--- src/rtl/pru_pkg.sv ---
package pru_pkg;

  localparam int unsigned RAW_W             = 8;
  localparam int unsigned BPP_W             = 3;
  localparam int unsigned ROW_BYTES_W       = 13;
  localparam int unsigned CFG_DATA_W        = 13;
  localparam int unsigned CFG_IDX_W         = 1;
  localparam int unsigned MAX_BPP           = 4;
  localparam int unsigned MAX_ROW_BYTES_DEF = 4096;
  localparam int unsigned QUEUE_DEPTH       = 4;

  // register indexes
  localparam logic [CFG_IDX_W-1:0] REG_BPP       = 1'd0;
  localparam logic [CFG_IDX_W-1:0] REG_ROW_BYTES = 1'd1;

  typedef enum logic [2:0] {
    FILT_NONE  = 3'd0,
    FILT_SUB   = 3'd1,
    FILT_UP    = 3'd2,
    FILT_AVG   = 3'd3,
    FILT_PAETH = 3'd4,
    FILT_BAD   = 3'd7
  } filter_e;

  // data byte as handed from front to back, column travels beside it
  typedef struct packed {
    logic [RAW_W-1:0] raw;
    filter_e          kind;
    logic             first_row;
    logic             has_left;
    logic             row_end;
    logic             bad_filter;
  } item_t;

  // paeth predictor: |p-a| = |b-c|, |p-b| = |a-c|, |p-c| = |a+b-2c|
  function automatic logic [RAW_W-1:0] paeth(input logic [RAW_W-1:0] a,
                                             input logic [RAW_W-1:0] b,
                                             input logic [RAW_W-1:0] c);
    logic [RAW_W:0]   pa;
    logic [RAW_W:0]   pb;
    logic [RAW_W+1:0] s;
    logic [RAW_W+1:0] two_c;
    logic [RAW_W+1:0] pc;
    pa    = (b >= c) ? ((RAW_W+1)'(b) - (RAW_W+1)'(c)) : ((RAW_W+1)'(c) - (RAW_W+1)'(b));
    pb    = (a >= c) ? ((RAW_W+1)'(a) - (RAW_W+1)'(c)) : ((RAW_W+1)'(c) - (RAW_W+1)'(a));
    s     = (RAW_W+2)'(a) + (RAW_W+2)'(b);
    two_c = {1'b0, c, 1'b0};
    pc    = (s >= two_c) ? (s - two_c) : (two_c - s);
    if (pa <= pb && {1'b0, pa} <= pc) begin
      return a;
    end else if ({1'b0, pb} <= pc) begin
      return b;
    end else begin
      return c;
    end
  endfunction

endpackage

--- src/rtl/pru_in_if.sv ---
interface pru_in_if
  import pru_pkg::*;
();
  logic             valid;
  logic             ready;
  logic [RAW_W-1:0] stream_byte;
  logic             image_start;

  modport source (output valid, output stream_byte, output image_start, input ready);
  modport sink   (input valid, input stream_byte, input image_start, output ready);
endinterface

--- src/rtl/pru_front.sv ---
module pru_front
  import pru_pkg::*;
#(
  parameter int unsigned MAX_ROW_BYTES = MAX_ROW_BYTES_DEF
) (
  input  logic                               clk_i,
  input  logic                               rst_ni,
  pru_in_if.sink                             in_ch,
  input  logic [BPP_W-1:0]                   bpp_i,
  input  logic [$clog2(MAX_ROW_BYTES+1)-1:0] row_bytes_i,
  input  logic                               q_full_i,
  output logic                               q_push_o,
  output item_t                              q_item_o,
  output logic [$clog2(MAX_ROW_BYTES)-1:0]   q_col_o
);

  localparam int unsigned ADDR_W = $clog2(MAX_ROW_BYTES);
  localparam int unsigned COL_W  = $clog2(MAX_ROW_BYTES + 1);

  logic              await_q, await_d;
  logic              first_q, first_d;
  logic              err_q, err_d;
  filter_e           kind_q, kind_d;
  logic [ADDR_W-1:0] col_q, col_d;

  logic              acc;
  logic              eff_await;
  logic              eff_first;
  logic              eff_err;
  logic [COL_W-1:0]  col_next;
  logic              row_end;

  assign in_ch.ready = !q_full_i;
  assign acc         = in_ch.valid && !q_full_i;

  assign eff_await = await_q || in_ch.image_start;
  assign eff_first = first_q || in_ch.image_start;
  assign eff_err   = err_q && !in_ch.image_start;
  assign col_next  = COL_W'(col_q) + COL_W'(1);
  assign row_end   = (col_next >= row_bytes_i);

  always_comb begin
    await_d = await_q;
    first_d = first_q;
    err_d   = err_q;
    kind_d  = kind_q;
    col_d   = col_q;
    if (acc) begin
      if (eff_await) begin
        await_d = 1'b0;
        first_d = eff_first;
        col_d   = '0;
        if (in_ch.stream_byte > RAW_W'(FILT_PAETH)) begin
          err_d  = 1'b1;
          kind_d = FILT_BAD;
        end else begin
          err_d  = eff_err;
          kind_d = filter_e'(in_ch.stream_byte[2:0]);
        end
      end else if (row_end) begin
        await_d = 1'b1;
        first_d = 1'b0;
        col_d   = '0;
      end else begin
        col_d = col_q + ADDR_W'(1);
      end
    end
  end

  always_ff @(posedge clk_i or negedge rst_ni) begin
    if (!rst_ni) begin
      await_q <= 1'b1;
      first_q <= 1'b1;
      err_q   <= 1'b0;
      kind_q  <= FILT_NONE;
      col_q   <= '0;
    end else begin
      await_q <= await_d;
      first_q <= first_d;
      err_q   <= err_d;
      kind_q  <= kind_d;
      col_q   <= col_d;
    end
  end

  // filter type bytes stop here, data bytes go on to the back end
  assign q_push_o            = acc && !eff_await;
  assign q_col_o             = col_q;
  assign q_item_o.raw        = in_ch.stream_byte;
  assign q_item_o.kind       = kind_q;
  assign q_item_o.first_row  = first_q;
  assign q_item_o.has_left   = (COL_W'(col_q) >= COL_W'(bpp_i));
  assign q_item_o.row_end    = row_end;
  assign q_item_o.bad_filter = err_q;

endmodule

--- src/flat_wrapper.sv ---
// flat-port wrapper written by rule: the top's interface ports become plain ports
module pru_front_flat import pru_pkg::*;
#(
  parameter int unsigned MAX_ROW_BYTES = MAX_ROW_BYTES_DEF
)
  (clk_i, rst_ni, bpp_i, row_bytes_i, q_full_i, q_push_o, q_item_o, q_col_o, in_ch_valid, in_ch_stream_byte, in_ch_image_start, in_ch_ready);
  pru_in_if in_ch_i ();
  input  logic clk_i;
  input  logic rst_ni;
  input  logic [BPP_W-1:0] bpp_i;
  input  logic [$clog2(MAX_ROW_BYTES+1)-1:0] row_bytes_i;
  input  logic q_full_i;
  output logic q_push_o;
  output item_t q_item_o;
  output logic [$clog2(MAX_ROW_BYTES)-1:0] q_col_o;
  input wire logic [$bits(in_ch_i.valid)-1:0] in_ch_valid;
  input wire logic [$bits(in_ch_i.stream_byte)-1:0] in_ch_stream_byte;
  input wire logic [$bits(in_ch_i.image_start)-1:0] in_ch_image_start;
  output wire logic [$bits(in_ch_i.ready)-1:0] in_ch_ready;
  assign in_ch_i.valid = in_ch_valid;
  assign in_ch_i.stream_byte = in_ch_stream_byte;
  assign in_ch_i.image_start = in_ch_image_start;
  assign in_ch_ready = in_ch_i.ready;
  pru_front #(.MAX_ROW_BYTES(MAX_ROW_BYTES)) u_core (.clk_i(clk_i), .rst_ni(rst_ni), .in_ch(in_ch_i), .bpp_i(bpp_i), .row_bytes_i(row_bytes_i), .q_full_i(q_full_i), .q_push_o(q_push_o), .q_item_o(q_item_o), .q_col_o(q_col_o));
endmodule
--- config.mk ---
export PLATFORM = sky130hd
export DESIGN_NAME = pru_front_flat
export DESIGN_NICKNAME = d
export VERILOG_FILES = /design/src/rtl/pru_pkg.sv /design/src/rtl/pru_in_if.sv /design/src/rtl/pru_front.sv /design/src/flat_wrapper.sv
export SDC_FILE = /design/constraint.sdc
export NUM_CORES = 1
export LEC_CHECK = 0
export ABC_AREA = 1
export BUFFER_PORTS_ARGS = -buffer_cell sky130_fd_sc_hd__buf_2
export CELL_PAD_IN_SITES_DETAIL_PLACEMENT = 0
export CELL_PAD_IN_SITES_GLOBAL_PLACEMENT = 1
export CORE_ASPECT_RATIO = 0.8
export CORE_UTILIZATION = 35
export CTS_CLUSTER_SIZE = 40
export DETAILED_ROUTE_END_ITERATION = 8
export PLACE_DENSITY = 0.92
export SLEW_MARGIN = 30
export SYNTH_ARGS = -nofsm -noshare
export SYNTH_HDL_FRONTEND = slang
export SYNTH_SLANG_ARGS = --single-unit
--- constraint.sdc ---
create_clock -name clk_i -period 5.7 [get_ports clk_i]
set_clock_uncertainty 0.2 [all_clocks]
set_input_delay 0.285 -clock clk_i [delete_from_list [all_inputs] [get_ports clk_i]]
set_output_delay 0.285 -clock clk_i [all_outputs]
set_load 0.02 [all_outputs]
[Word level (Yosys, flattened, before mapping)]
Index checks and enable logic that the tools add are counted.
Storage, ports and cells
  flip-flop bits (word level): 18
  bits in latches: 0
  bits in writable memories: 0
  ROM bits: 0
  bits of input ports: 29
  word-level logic and storage cells: 29
  memories: 0
Cells by class
  add/sub/neg operators: 2
  $mul: 0
  div/mod/pow operators: 0
  magnitude comparators: 3
  eq/ne operators: 0
  shift-type cells: 0
  mux-type cells: 8
  bitwise logic cells: 0
  reductions and logical operators: 11
Operators with widths (number)
  two-way mux 12 bit: 2
  adder 12 x 1 -> 13 bit (second input constant): 1
  >= comparator 13 bit: 1
  adder 12 x 1 -> 12 bit (second input constant): 1
  >= comparator 12 x 3 -> 1 bit: 1
  greater-than comparator 8 x 3 -> 1 bit (second input constant): 1
  two-way mux 1 bit: 5
  AND reduction 2 bit: 2
  logical AND 1 bit: 3
  zero test 1 bit: 3
  two-way mux 3 bit: 1
  logical OR 1 bit: 2
  nonzero test 2 bit: 1

[Depth between registers and ports, before layout]
  word-level depth: 4
  mapped depth: 16
  gate-level depth less buffers: 16

[Worst setup path before layout]
No wires, ideal clock.
  path kind: flip-flop to output port
  start point: reg u_core.col_q[0] (netlist: u_core.q_col_o[0])
  end point: out q_item_o[1] (netlist name)
  arrival time: 2.260 ns
  path slack: 2.955 ns
  cell stages (with the launch flop): 15
  path buffers: 1
  cell sequence: dfrtp_1 > ha_1 > nand2_1 > nor2_1 > nand4_1 > nand2_1 > inv_1 > ha_1 > nand2_1 > nor2_2 > inv_1 > nor2_1 > nand2_2 > nand2_4 > buf_4
On the way
  cells in the longest elaborated chain, start to end: 2
RTL lines
  start: declaration: RTL line pru_front.sv:24  | logic [ADDR_W-1:0] col_q, col_d;
  start signal: assignment: RTL line pru_front.sv:82  | col_q <= col_d;
  adder 12 x 1 -> 13 bit: RTL line pru_front.sv:39  | assign col_next = COL_W'(col_q) + COL_W'(1);
  >= comparator 13 bit: RTL line pru_front.sv:40  | assign row_end = (col_next >= row_bytes_i);
  end: declaration: RTL line flat_wrapper.sv:14  | output item_t q_item_o;
No other way between the ends.

==> flow_summary_export.csv <==
group,metric,value,unit
status,status,"complete, no violations",
drt,m1WireLength,1783,um
clock_network,clock_latency,0.26,ns
yosys,ys_top_cells_by_area,"dfrtp_1, nand2_1, ha_1",
sta,rsz0062_at_grt,"no",
critical_path,worstSetupStartpointType,"register",
critical_path,timing.critical_path.depth,14,
cells_and_area,fin_util,44.98,%
critical_path,r2r_cells,14,
grt,antenna_found_initial,0,
power_and_ir_drop,ir_worst_vdd,0.1214,mV
critical_path,crit_chain,"ha_1 -> nand2_1 -> nor2_1 -> nand4_1 -> nand2_1 -> inv_1 -> ha_1 -> nand2_1 -> nor2_2 -> inv_1 -> nor2_1 -> nand2_2 -> nand2_4 -> buf_2",
yosys,synthTopCellsByCount,"nand2_1, inv_1, ha_1",
sta,fin_crit,3.147,ns
drt,firstDrtPassIters,4,
yosys,synth_cells,229,
grt,grt_pass1_wl,6037,um
sta,setup_viol,0,
grt,overflow,0,
place,pre_cts_ws,2.831,ns
clock_network,clock_sinks,18,
grt,grt_pass1_vias,1282,
yosys,ys_types,27,
hold_path,hold_class,"in -> reg",
drt,post_drt_wl_per_cell,10.75,um
clock_network,cts-root-buf,"clkbuf_8",
yosys,yosys_register_bits,18,
power_and_ir_drop,pwr-share-seq,42.2,%
critical_path,crit_buf_inv,3,
place,hpwl,2910,um
yosys,avgSynthCellArea,7.065,um2
critical_path,path_common_cell,"nand2_1",
place,placed_cells,329,
sta,timing.final.crit_share,55.21,%
place,gp_congestion,0.8063,
cells_and_area,multiInputGateArea,909.6,um2
critical_path,crit_type,"reg -> out",
cells_and_area,fin_cells,334,
clock_network,clk_pin_slew,0.07,ns
drt,postRouteAntennaNets,0,
floorplan,die_h,62.81,um
sta,max_slew_margin,61.01,%
sta,slew_viol_final,0,
yosys,synth.most_common_cell,"nand2_1",
critical_path,worstPathRequired,5.22,ns
clock_network,cts_tree,"yes",
clock_network,numCtsBuffers,3,
floorplan,die_w,78.01,um
drt,top_layer,"met4",
drt,dr_wl_met3,277,um
clock_network,htree_levels,1,
power_and_ir_drop,switching_share,31.77,%
yosys,async_reset_ff_share,100.0,%
critical_path,crit_slowest_cell,"dfrtp_1",
yosys,yosysSeqAreaShare,28.00,%
hold_path,holdPathStages,3,
cells_and_area,antenna_cells,0,
sta,setup_ws,2.553,ns
critical_path,critical_path.top_delay_family,"simple AND/OR/NAND/NOR gates",
floorplan,ios,58,
yosys,synth_edf_count,0,
cells_and_area,nets,324,
clock_network,cts_buffer_depth,2,
yosys,synth_area,1618,um2
sta,fin_tns_setup,0,ns
sta,worstMarginPinSlew,0.5829,ns
floorplan,rows,21,
place,port_buffers,57,
floorplan,initial_core_util,37.54,%
cells_and_area,drive_above_1_share,27.44,%
grt,grt_max_degree,19,
drt,drt-total-wl,3590,um
cells_and_area,fill_cells,459,
power_and_ir_drop,p_leak,1.155,nW
critical_path,cp_max_fo,9,
clock_network,post_cts_buffers,0,
power_and_ir_drop,pwr-share-comb,25.5,%
critical_path,cp.arrival,2.66,ns
drt,drc,0,
floorplan,core_region_area,4309,um2
floorplan,die_area,4900,um2
yosys,syn-num-nets,275,
sta,hold_viol_final,0,
power_and_ir_drop,intPower,0.2293,mW
cells_and_area,syn_to_final_growth,19.80,%
power_and_ir_drop,power.total,0.3361,mW
yosys,synth_warnings,0,
drt,dr_wl_met2,1517,um
grt,grt_usage,15.42,%
drt,dr.first_iter.drc_count,95,
drt,vias,1509,
power_and_ir_drop,p_clk_share,32.3,%
critical_path,crit_path_end_kind,"primary output",
sta,max_freq,317.8,MHz
power_and_ir_drop,p_switching,0.1068,mW
yosys,synth_top_area_share,24.75,%
yosys,synth.largest_area_cell,"dfrtp_1",
power_and_ir_drop,cellPowerDensity,173.4,nW/um2
cells_and_area,final-seq-area,452.9,um2
yosys,synth_flop_cell,"dfrtp_1",
drt,via_per_inst,4.518,
clock_network,cts-resized-gates,0,
critical_path,cpPeakStageDelay,0.45,ns
run,maxCapViolCount,0,
-- repair_timing --
action,CTS,global route
hold endpoints to repair,16,0
endpoints found under the setup margin,0,0
hold buffers,1,0
-- state kept, by name (all words and copies together), names as in the netlist --
name,cells
u_core.await_q,1
u_core.err_q,1
u_core.first_q,1
u_core.q_col_o,12
u_core.kind_q,3
-- tightest hold or removal path: stages --
cell and delay [ns]:
buf_2 0.10, nand2_1 0.05, nand3_1 0.07
-- area by class of cell --
cell class                 instances  share of cell area, %
multi-input combinational        156                  46.93
sequential                        18                  23.37
timing repair buffer              58                  15.24
inverter                          41                  7.941
tap                               57                  3.680
clock buffer                       4                  2.841
-- cell families after synthesis --
logic type               share of synthesized area (%)
AND/OR/NAND/NOR                                  33.10
flip-flops                                       28.00
AO/OA/AOI/OAI                                    6.805
XOR/XNOR                                         3.172
adder cells (fa/ha/maj)                          13.15
buffers and inverters                            15.78
-- per-layer routing --
metal	up-vias	global-route usage (%)
met5	-	0
met4	0	2.083
met3	2	3.066
met2	50	23.01
met1	650	23.24
li1	807	-
-- metrics by stage --
step           hold WS (ns)  cell area [um2]
2_1_floorplan       -0.2106             1618
3_3_place_gp        0.04722             1873
3_5_place_dp        0.05717             1873
4_1_cts             0.07581             1938
5_1_grt              0.1010             1938
6_report            0.07770             1938
-- worst paths after layout --
check                                startpoint  slack, ns                 end
hold reg to reg                u_core.kind_q[1]       0.30    u_core.kind_q[1]
setup / recovery              u_core.q_col_o[0]       2.55         q_item_o[1]
min in group asynchronous                rst_ni       0.29  u_core.q_col_o[11]
setup reg to reg              u_core.q_col_o[0]       3.07      u_core.first_q
max in group asynchronous                rst_ni       4.67      u_core.await_q
hold / removal             in_ch_stream_byte[1]       0.08    u_core.kind_q[1]
-- power by group through the flow --
stage	logic [mW]	registers [mW]	clock network, mW
finish	0.0858	0.142	0.108
global route	0.0981	0.143	0.116
CTS	0.0875	0.142	0.111
detailed placement	0.0865	0.144	0
global placement	0.0857	0.144	0
floorplan	0.0506	0.151	0
-- cell usage in the layout, fill, tap and decap left out, types with 4 or more instances in the layout --
cell type,count
inv_1,41
nand3_1,8
clkbuf_8,4
nand4_1,12
nand2_1,69
nor2_1,15
ha_1,17
o21ai_0,5
dfrtp_1,16
nand2_2,4
buf_2,57
No activity file was read; power rests on OpenSTA's default activity.
