File: config.mk
export PLATFORM = sky130hd
export DESIGN_NAME = pru_queue
export DESIGN_NICKNAME = d
export VERILOG_FILES = /design/src/rtl/pru_queue.sv
export SDC_FILE = /design/constraint.sdc
export NUM_CORES = 1
export LEC_CHECK = 0
export BUFFER_PORTS_ARGS = -buffer_cell sky130_fd_sc_hd__buf_2
export CAP_MARGIN = 10
export CORE_MARGIN = 3
export CORE_UTILIZATION = 54
export CTS_CLUSTER_DIAMETER = 200
export CTS_CLUSTER_SIZE = 25
export DETAILED_ROUTE_END_ITERATION = 6
export GPL_TIMING_DRIVEN = 0
export PLACE_DENSITY_LB_ADDON = 0.25
export SYNTH_ARGS = -nofsm -noshare
export SYNTH_HDL_FRONTEND = slang
export SYNTH_SLANG_ARGS = --single-unit
File: constraint.sdc
create_clock -name clk_i -period 1.8 [get_ports clk_i]
set_input_delay 0 -clock clk_i [delete_from_list [all_inputs] [get_ports clk_i]]
set_output_delay 0 -clock clk_i [all_outputs]
set_load 0.05 [all_outputs]
File: src/rtl/pru_queue.sv
module pru_queue #(
  parameter int unsigned WIDTH = 16,
  parameter int unsigned DEPTH = 4
) (
  input  logic             clk_i,
  input  logic             rst_ni,
  input  logic             push_i,
  input  logic [WIDTH-1:0] wdata_i,
  input  logic             pop_i,
  output logic [WIDTH-1:0] rdata_o,
  output logic             full_o,
  output logic             empty_o
);

  localparam int unsigned PTR_W = (DEPTH > 1) ? $clog2(DEPTH) : 1;
  localparam int unsigned CNT_W = $clog2(DEPTH + 1);

  logic [WIDTH-1:0] mem_q [DEPTH];
  logic [PTR_W-1:0] wr_ptr_q, rd_ptr_q;
  logic [CNT_W-1:0] cnt_q;

  assign full_o  = (cnt_q == CNT_W'(DEPTH));
  assign empty_o = (cnt_q == '0);
  assign rdata_o = mem_q[rd_ptr_q];

  always_ff @(posedge clk_i) begin
    if (push_i) begin
      mem_q[wr_ptr_q] <= wdata_i;
    end
  end

  always_ff @(posedge clk_i or negedge rst_ni) begin
    if (!rst_ni) begin
      wr_ptr_q <= '0;
      rd_ptr_q <= '0;
      cnt_q    <= '0;
    end else begin
      if (push_i) begin
        wr_ptr_q <= (wr_ptr_q == PTR_W'(DEPTH - 1)) ? '0 : wr_ptr_q + PTR_W'(1);
      end
      if (pop_i) begin
        rd_ptr_q <= (rd_ptr_q == PTR_W'(DEPTH - 1)) ? '0 : rd_ptr_q + PTR_W'(1);
      end
      if (push_i && !pop_i) begin
        cnt_q <= cnt_q + CNT_W'(1);
      end else if (pop_i && !push_i) begin
        cnt_q <= cnt_q - CNT_W'(1);
      end
    end
  end

endmodule

# Yosys cells after proc, flatten, opt, wreduce, memory -nomap -nowiden
# Memories as Yosys holds them, arrays and structs flattened.
# Cells that the tools add are included.
totals:
  ram_bits: 64
  out_inout_bits: 18
  ff_bits: 7
  input_bits: 20
  mem_count: 1
  elab_cells: 23
classes:
  mux: 6
  reduce_logical: 6
  addsub: 4
  eq_ne: 3
memory_table:
  columns: ["memory", "words", "width", "rd", "rd_clocked_by_memory_dff", "wr", "line_no", "rtl"]
  rows:
  - ["mem_q", 4, 16, 1, 0, 1, "18", "logic [WIDTH-1:0] mem_q [DEPTH];"]
op_table:
  columns: ["operator", "count"]
  rows:
  - ["two-way mux 3 bit", 2]
  - ["adder 2 x 1 -> 2 bit, second input constant", 2]
  - ["equality test 2 bit, second input constant", 2]
  - ["two-way mux 2 bit", 2]
  - ["adder 3 x 1 -> 3 bit, second input constant", 1]
  - ["equality test 3 bit, second input constant", 1]
  - ["zero test 3 bit", 1]
  - ["subtractor 3 x 1 -> 3 bit, second input constant", 1]
  - ["logical AND 1 bit", 2]
  - ["zero test 1 bit", 2]
  - ["two-way mux 1 bit", 2]
  - ["nonzero test 2 bit", 1]

# Logic depth before layout (Yosys ltp)
# Gate-level depths: netlist of the first run.
depth:
  word_depth: 4
  mapped_depth: 7
  depth_no_buf: 7

# Worst setup path before layout of the first run
# OpenSTA, ideal clock, no wires.
synth_path:
  path_type: "reg-to-output"
  start: "reg cnt_q[0]"
  end: "out full_o"
  arrival_ns: 1.599
  t_required_ns: 1.800
  path_slack_ns: 0.201
  path_stages_with_launch: 2
  n_path_buf: 0
  cell_sequence: "dfrtp_1 nor3b_1"
synth_via:
  elab_chain_cells: 1
synth_rtl:
  columns: ["item", "line_no", "rtl"]
  rows:
  - ["start: declaration", "20", "logic [CNT_W-1:0] cnt_q;"]
  - ["start signal: assignment", "45", "cnt_q <= cnt_q + CNT_W'(1);"]
  - ["start signal: assignment", "47", "cnt_q <= cnt_q - CNT_W'(1);"]
  - ["equality test 3 bit", "22", "assign full_o = (cnt_q == CNT_W'(DEPTH));"]
  - ["end: declaration", "11", "output logic full_o,"]
# No other way between the ends.

# Worst setup path after layout of the first run
layout_path:
  start: "reg rd_ptr_q[0]"
  end: "out rdata_o[15]"
layout_via:
  elab_chain_cells: 1
layout_rtl:
  columns: ["item", "line_no", "rtl"]
  rows:
  - ["start: declaration", "19", "logic [PTR_W-1:0] wr_ptr_q, rd_ptr_q;"]
  - ["start signal: assignment", "42", "rd_ptr_q <= (rd_ptr_q == PTR_W'(DEPTH - 1)) ? '0 : rd_ptr_q + PTR_W'(1);"]
  - ["memory (4 x 16 bit)", null, null]
  - ["end: declaration", "10", "output logic [WIDTH-1:0] rdata_o,"]
# No other way between the ends.

==> out/qor.txt, run 1 <==
IO buf count = 37
Initial antenna violation count = 0
Syn Nets = 148
Slew headroom = 45.7%
Final setup vio count = 0
Final Instance Area = 3440 sq um
Worst path buffer plus inverter count = 3
Final period utilization = 97.0%
Mean post-synth cell area = 22.9 sq um
Setup crit start = rd_ptr_q[0]
Sink Count = 71
Net Sw Power = 2180 uW
Hold Crit Class = in2async
DP Area = 3040 sq um
Final Max Tran Viols = 0
Clock network power share = 19.0%
All-layer global routing usage = 17.7%
Layout Cells excl Fill = 261
CTS tree = done
FF-to-FF End = mem_q[3][8]
Remaining global-route overflow = 0
Worst Reg-to-Reg Cells = 2
WL final = 4.75 mm
Antenna Diode Count = 0
DRC viols = 0
Syn Std Cell Area = 2770 sq um
Layout cells sized above 1 = 35.6%
Area growth, synth to finish = 24.5%
Slowest stage delay, CP = 0.54 ns
Fin crit period = 1.75 ns
Vias in the first global route = 1513
Sw Ratio = 37.9%
Worst Setup Path Type = reg2out
Root Buffer Master = clkbuf_8
Startpoint types = flip-flop
Hold Vio Cnt, Final = 0
Num CTS Buffers = 9
Outcome = finished, final reports clean
Max-cap violation count = 0
Leak pwr = 0.00128 uW
First-pass GRT wire length = 7.73 mm
Crit path cell chain = buf_6 -> buf_12 -> mux4_1 -> buf_2
Yosys reg bits = 71
Die width = 77.6 um
Worst skew pair latency = 0.33 ns
Number of vias per cell = 5.32
DIE AREA = 6020 sq um
Synth unique cells = 20
Gate power share = 41.6%
TritonRoute pass-1 iters = 4
Chip height = 77.6 um
Initial Utilization = 57.1%
CTS clk-pin slew, worst paths = 0.07 ns
Dpl cells = 225
Num rows = 25
Largest net degree at the start of global routing = 17
Power, Total = 5760 uW
Yosys warning total = 0
R2R setup slack = 0.17 ns
Peak VDD IR = 791 uV
Antenna viol nets, final = 0
Worst-case clock buffer depth = 2
Nets = 217
Crit path arrival time = 1.75 ns
F_max = 573 MHz
GP Congestion = 0.680
Crit path required time = 1.80 ns
Sequential share of the synthesized area = 75.8%
Core Area = 4850 sq um
Slowest CP cell = mux4_1
Levels on crit path = 4
Worst slew pin tran = 0.814 ns
Initial DRC Count = 130
Pwr Density = 1670 nW/um^2
Mapped Cells = 121
Dpl hpwl = 3.05 mm
RSZ-0062 raised after global routing = no
Internal = 3580 uW
Crit Reg-Reg Startpoint = wr_ptr_q[0]
Crit. End Element = primary output
Crit Path Max Fanout = 4
Vias = 1388
I/O Pins = 38
Clock skew = 0.00599 ns
CP Capture Point = rdata_o[15]
Routed wire per std cell = 18.2 um
Cell family with most CP delay = multiplexers
Sequential Power Share = 39.4%
Htree depth = 3
## cells in the final DEF, fill, tap and decap left out
cell type,n
dfrtp_1,7
nor2_1,2
clkbuf_1,3
buf_4,3
fa_1,1
mux4_2,8
buf_12,3
nand3_1,1
dlygate4sd3_1,19
ha_1,6
mux4_1,8
edfxtp_1,64
xnor2_1,1
inv_1,5
buf_6,1
xor2_1,2
clkinv_2,1
mux2_2,3
o21ai_0,2
and2_2,3
buf_2,36
nand2_1,1
nor3_1,1
nor3b_1,1
and2_1,1
clkbuf_8,11
## final cells by class
type / instances / area, sq um
buffer: 4 / 43.8
sequential: 71 / 2100
tap: 67 / 83.8
inverter: 5 / 18.8
fill: 312 / 1400
clock buffer: 14 / 163
clock inverter: 1 / 5.00
timing repair buffer: 58 / 420
multi-input combinational: 41 / 613
## state kept, by name (all words and copies together) (netlist names)
register	count
wr_ptr_q	2
cnt_q	3
mem_q	64
rd_ptr_q	2
## per-stage QoR
| step | utilization [%] | setup slack, ns | setup TNS, ns | hold WS [ns] |
|---|---|---|---|---|
| 2_1_floorplan | - | 0.201 | 0 | -0.296 |
| 3_3_place_gp | 62.6 | 0.107 | 0 | -0.165 |
| 3_5_place_dp | 62.6 | -0.00259 | -0.0319 | -0.149 |
| 4_1_cts | 70.1 | 0.00284 | 0 | 0.0242 |
| 5_1_grt | 71.0 | 0.00590 | 0 | 0.0442 |
| 6_report | 71.0 | 0.0542 | 0 | 0.0373 |
## worst min-delay path by stage
stage                  endpoint  slack, ns  cells past startpoint
CTS                 rd_ptr_q[0]       0.02                      2
floorplan              cnt_q[0]      -0.30                      0
global placement       cnt_q[1]      -0.17                      1
finish              wr_ptr_q[0]       0.04                      2
detailed placement  wr_ptr_q[1]      -0.15                      1
global route        wr_ptr_q[0]       0.04                      2
## synth_stat cells (all sizes together)
master   n  area share [%]
xor2     2            0.63
ha       6             2.7
nand3    1            0.18
o21ai    2            0.36
dfrtp    7             6.3
nand2    1            0.14
fa       1            0.72
mux4    16              14
buf      4             1.5
xnor2    1            0.32
nor3b    1            0.27
inv      5            0.68
nor2     2            0.27
edfxtp  64              69
nor3     1            0.18
mux2     3             1.2
and2     4            0.90
## what timing repair did
| item | in CTS | in global routing |
|---|---|---|
| resized for setup | 3 | 4 |
| endpoints found under the hold margin | 75 | 0 |
| setup buffers | 0 | 2 |
| hold buffers | 19 | 0 |
| setup endpoints to repair | 17 | 40 |
## cell families (layout without fill, tap and decap cells)
group           after synthesis  count (layout)  synth area share (%)
flops                        71              71                  75.8
buf+inv                       9              82                  2.17
xor+xnor                      3               3                 0.950
compound gates                2               2                 0.362
simple gates                 10              10                  1.94
mux                          19              19                  15.3
fa+ha+maj                     7               7                  3.44
## per-layer routing
| layer | wire (um) | vias to the layer above | track usage [%] |
|---|---|---|---|
| met5 | 0 | - | 0 |
| met4 | 55 | 0 | 7.47 |
| met3 | 197 | 8 | 4.41 |
| met2 | 2590 | 33 | 31.0 |
| met1 | 1910 | 717 | 20.7 |
| li1 | - | 630 | - |
## power by group through the flow
stage,Sequential [uW],Combinational (uW),Clock (uW)
finish,2270,2400,1100
global route,2290,2540,1190
CTS,2270,2320,1110
detailed placement,2310,2260,0
global placement,2270,2190,0
floorplan,2260,1800,0
(Power assumes the default switching activity.)
==> inputs of run 2 (changes only) <==
--- a/config.mk
+++ b/config.mk
@@ -8,7 +8,8 @@
 export BUFFER_PORTS_ARGS = -buffer_cell sky130_fd_sc_hd__buf_2
 export CAP_MARGIN = 10
 export CORE_MARGIN = 3
-export CORE_UTILIZATION = 54
+export CORE_UTILIZATION = 45
+export CTS_BUF_LIST = sky130_fd_sc_hd__clkbuf_8
 export CTS_CLUSTER_DIAMETER = 200
 export CTS_CLUSTER_SIZE = 25
 export DETAILED_ROUTE_END_ITERATION = 6
==> out/qor.txt, run 2 (synthesis results as in run 1) <==
DRC viols = 0 (unchanged)
Slew headroom = 45.6% (-0.10 points)
Vias in the first global route = 1476 (-2.4%)
Slowest stage delay, CP = 0.55 ns (about the same)
Worst slew pin tran = 0.816 ns (+0.00154 ns)
RSZ-0062 raised after global routing = no
Dpl hpwl = 2.94 mm (-3.8%)
Routed wire per std cell = 17.3 um (-5.0%)
All-layer global routing usage = 14.3% (-3.4 points)
Max-cap violation count = 0 (unchanged)
Most common cell after layout, fill and taps aside = edfxtp_1
Final period utilization = 96.9% (about the same)
Cell family with most CP delay = multiplexers
Final setup vio count = 0 (unchanged)
Hold Crit Class = in2async
Worst skew pair latency = 0.34 ns (about the same)
Setup WS post-layout = 0.0557 ns (+0.00147 ns)
Core Area = 5710 sq um (+18%)
Initial Utilization = 48.5% (-8.6 points)
FF-to-FF End = mem_q[3][13]
Startpoint types = flip-flop
Num rows = 27 (+8.0%)
Crit path cell chain = buf_6 -> buf_12 -> mux4_1 -> buf_2
Initial antenna violation count = 0 (unchanged)
Htree depth = 3 (unchanged)
Outcome = finished, final reports clean
IO buf count = 37 (unchanged)
Initial DRC Count = 113 (-13%)
Crit Path Max Fanout = 5 (+1)
Pwr Density = 1670 nW/um^2 (about the same)
Root Buffer Master = clkbuf_8
F_max = 573 MHz (about the same)
Core Util, Final = 60.7% (-10 points)
Post-place setup slack = 0.0218 ns (+0.0244 ns)
Commonest non-fill, non-tap cells in the layout = edfxtp_1, buf_2, dlygate4sd3_1
Fin Setup TNS = 0 ns (unchanged)
Nets = 218 (+0.46%)
Number of flip-flops in the largest register = 64 (unchanged)
Worst Reg-to-Reg Cells = 2 (unchanged)
CTS clk-pin slew, worst paths = 0.06 ns (about the same)
Final Max Tran Viols = 0 (unchanged)
Vias = 1369 (-1.4%)
DIE AREA = 7120 sq um (+18%)
Clock skew = 0.00773 ns (+0.00174 ns)
WL final = 4.62 mm (-2.8%)
GP Congestion = 0.624 (-8.2%)
Biggest regs = mem_q: 64 flops, cnt_q: 3 flops
Layout cells sized above 1 = 35.9% (+0.33 points)
Worst Setup Path Type = reg2out
Die width = 84.4 um (+8.8%)
Num CTS Buffers = 9 (unchanged)
Sink Count = 71 (unchanged)
Leak pwr = 0.00129 uW (+0.60%)
Chip height = 84.4 um (+8.8%)
R2R setup slack = 0.20 ns (+0.03 ns)
Crit path required time = 1.80 ns (about the same)
Worst-case clock buffer depth = 2 (unchanged)
Antenna viol nets, final = 0 (unchanged)
Hold Vio Cnt, Final = 0 (unchanged)
Crit path arrival time = 1.74 ns (about the same)
TritonRoute pass-1 iters = 4 (unchanged)
Slowest CP cell = mux4_1
Number of vias per cell = 5.13 (-3.6%)
Remaining global-route overflow = 0 (unchanged)
Peak VDD IR = 951 uV (+20%)
Crit Reg-Reg Startpoint = wr_ptr_q[0]
First-pass GRT wire length = 7.31 mm (-5.5%)
Filler instances = 426 (+37%)
Fin crit period = 1.74 ns (-0.00147 ns)
Antenna Diode Count = 0 (unchanged)
Worst path buffer plus inverter count = 3 (unchanged)
Largest net degree at the start of global routing = 17 (unchanged)
Reg with most FFs = mem_q
Area growth, synth to finish = 25.2%
Crit. End Element = primary output
CTS tree = done
I/O Pins = 38 (unchanged)
[run 2: cell count changes in the layout (fill, tap and decap cells not counted), sizes merged]
cell      delta
bufinv       +1
clkinvlp     +1
clkinv       +2
clkbuf       -4
inv          +1
[run 2: routing by layer]
layer / routed length, um / global-route usage (%)
met5: 0 / 0
met4: 131 / 8.78
met3: 211 / 4.91
met2: 2470 / 23.8
met1: 1810 / 15.7
[run 2: final cells by class]
cell class	instances	area (sq um)	share of cell area, %
inverters	5	18.8	0.542
well taps	72	90.1	2.60
clock buffers	9	124	3.58
clock inverters	6	53.8	1.55
repair buffers	59	423	12.2
multi-input cells	41	613	17.7
flip-flops and latches	71	2100	60.5
plain buffers	4	43.8	1.26
[run 2: power breakdown]
part	switching, uW	total, uW	internal, uW
Sequential	122	2260	2140
Clock	532	1150	615
Combinational	1510	2380	875
[run 2: worst max-delay path by stage]
stage	from	slack, ns	cells after the start	endpoint
floorplan	cnt_q[0]	0.20	1	full_o
global placement	wr_ptr_q[0]	0.09	3	mem_q[2][5]
detailed placement	wr_ptr_q[0]	0.02	3	mem_q[2][10]
CTS	wr_ptr_q[0]	0.004	3	mem_q[2][11]
global route	rd_ptr_q[0]	0.002	4	rdata_o[2]
finish	rd_ptr_q[0]	0.06	4	rdata_o[2]
[run 2: what timing repair did]
action	4_1_cts	5_1_grt
hold endpoints to repair	75	0
endpoints found under the setup margin	7	56
hold buffers	19	0
setup buffers	0	3
resized for setup	5	4
[run 2: through the flow]
stage | hold WS, ns | cell area [sq um] | cells | power [uW]
floorplan | -0.296 | 2770 | 121 | 4060
global placement | -0.164 | 3040 | 230 | 4470
detailed placement | -0.154 | 3040 | 230 | 4560
CTS | 0.000477 | 3420 | 264 | 5780
global route | 0.0332 | 3460 | 267 | 6080
finish | 0.0343 | 3460 | 267 | 5790
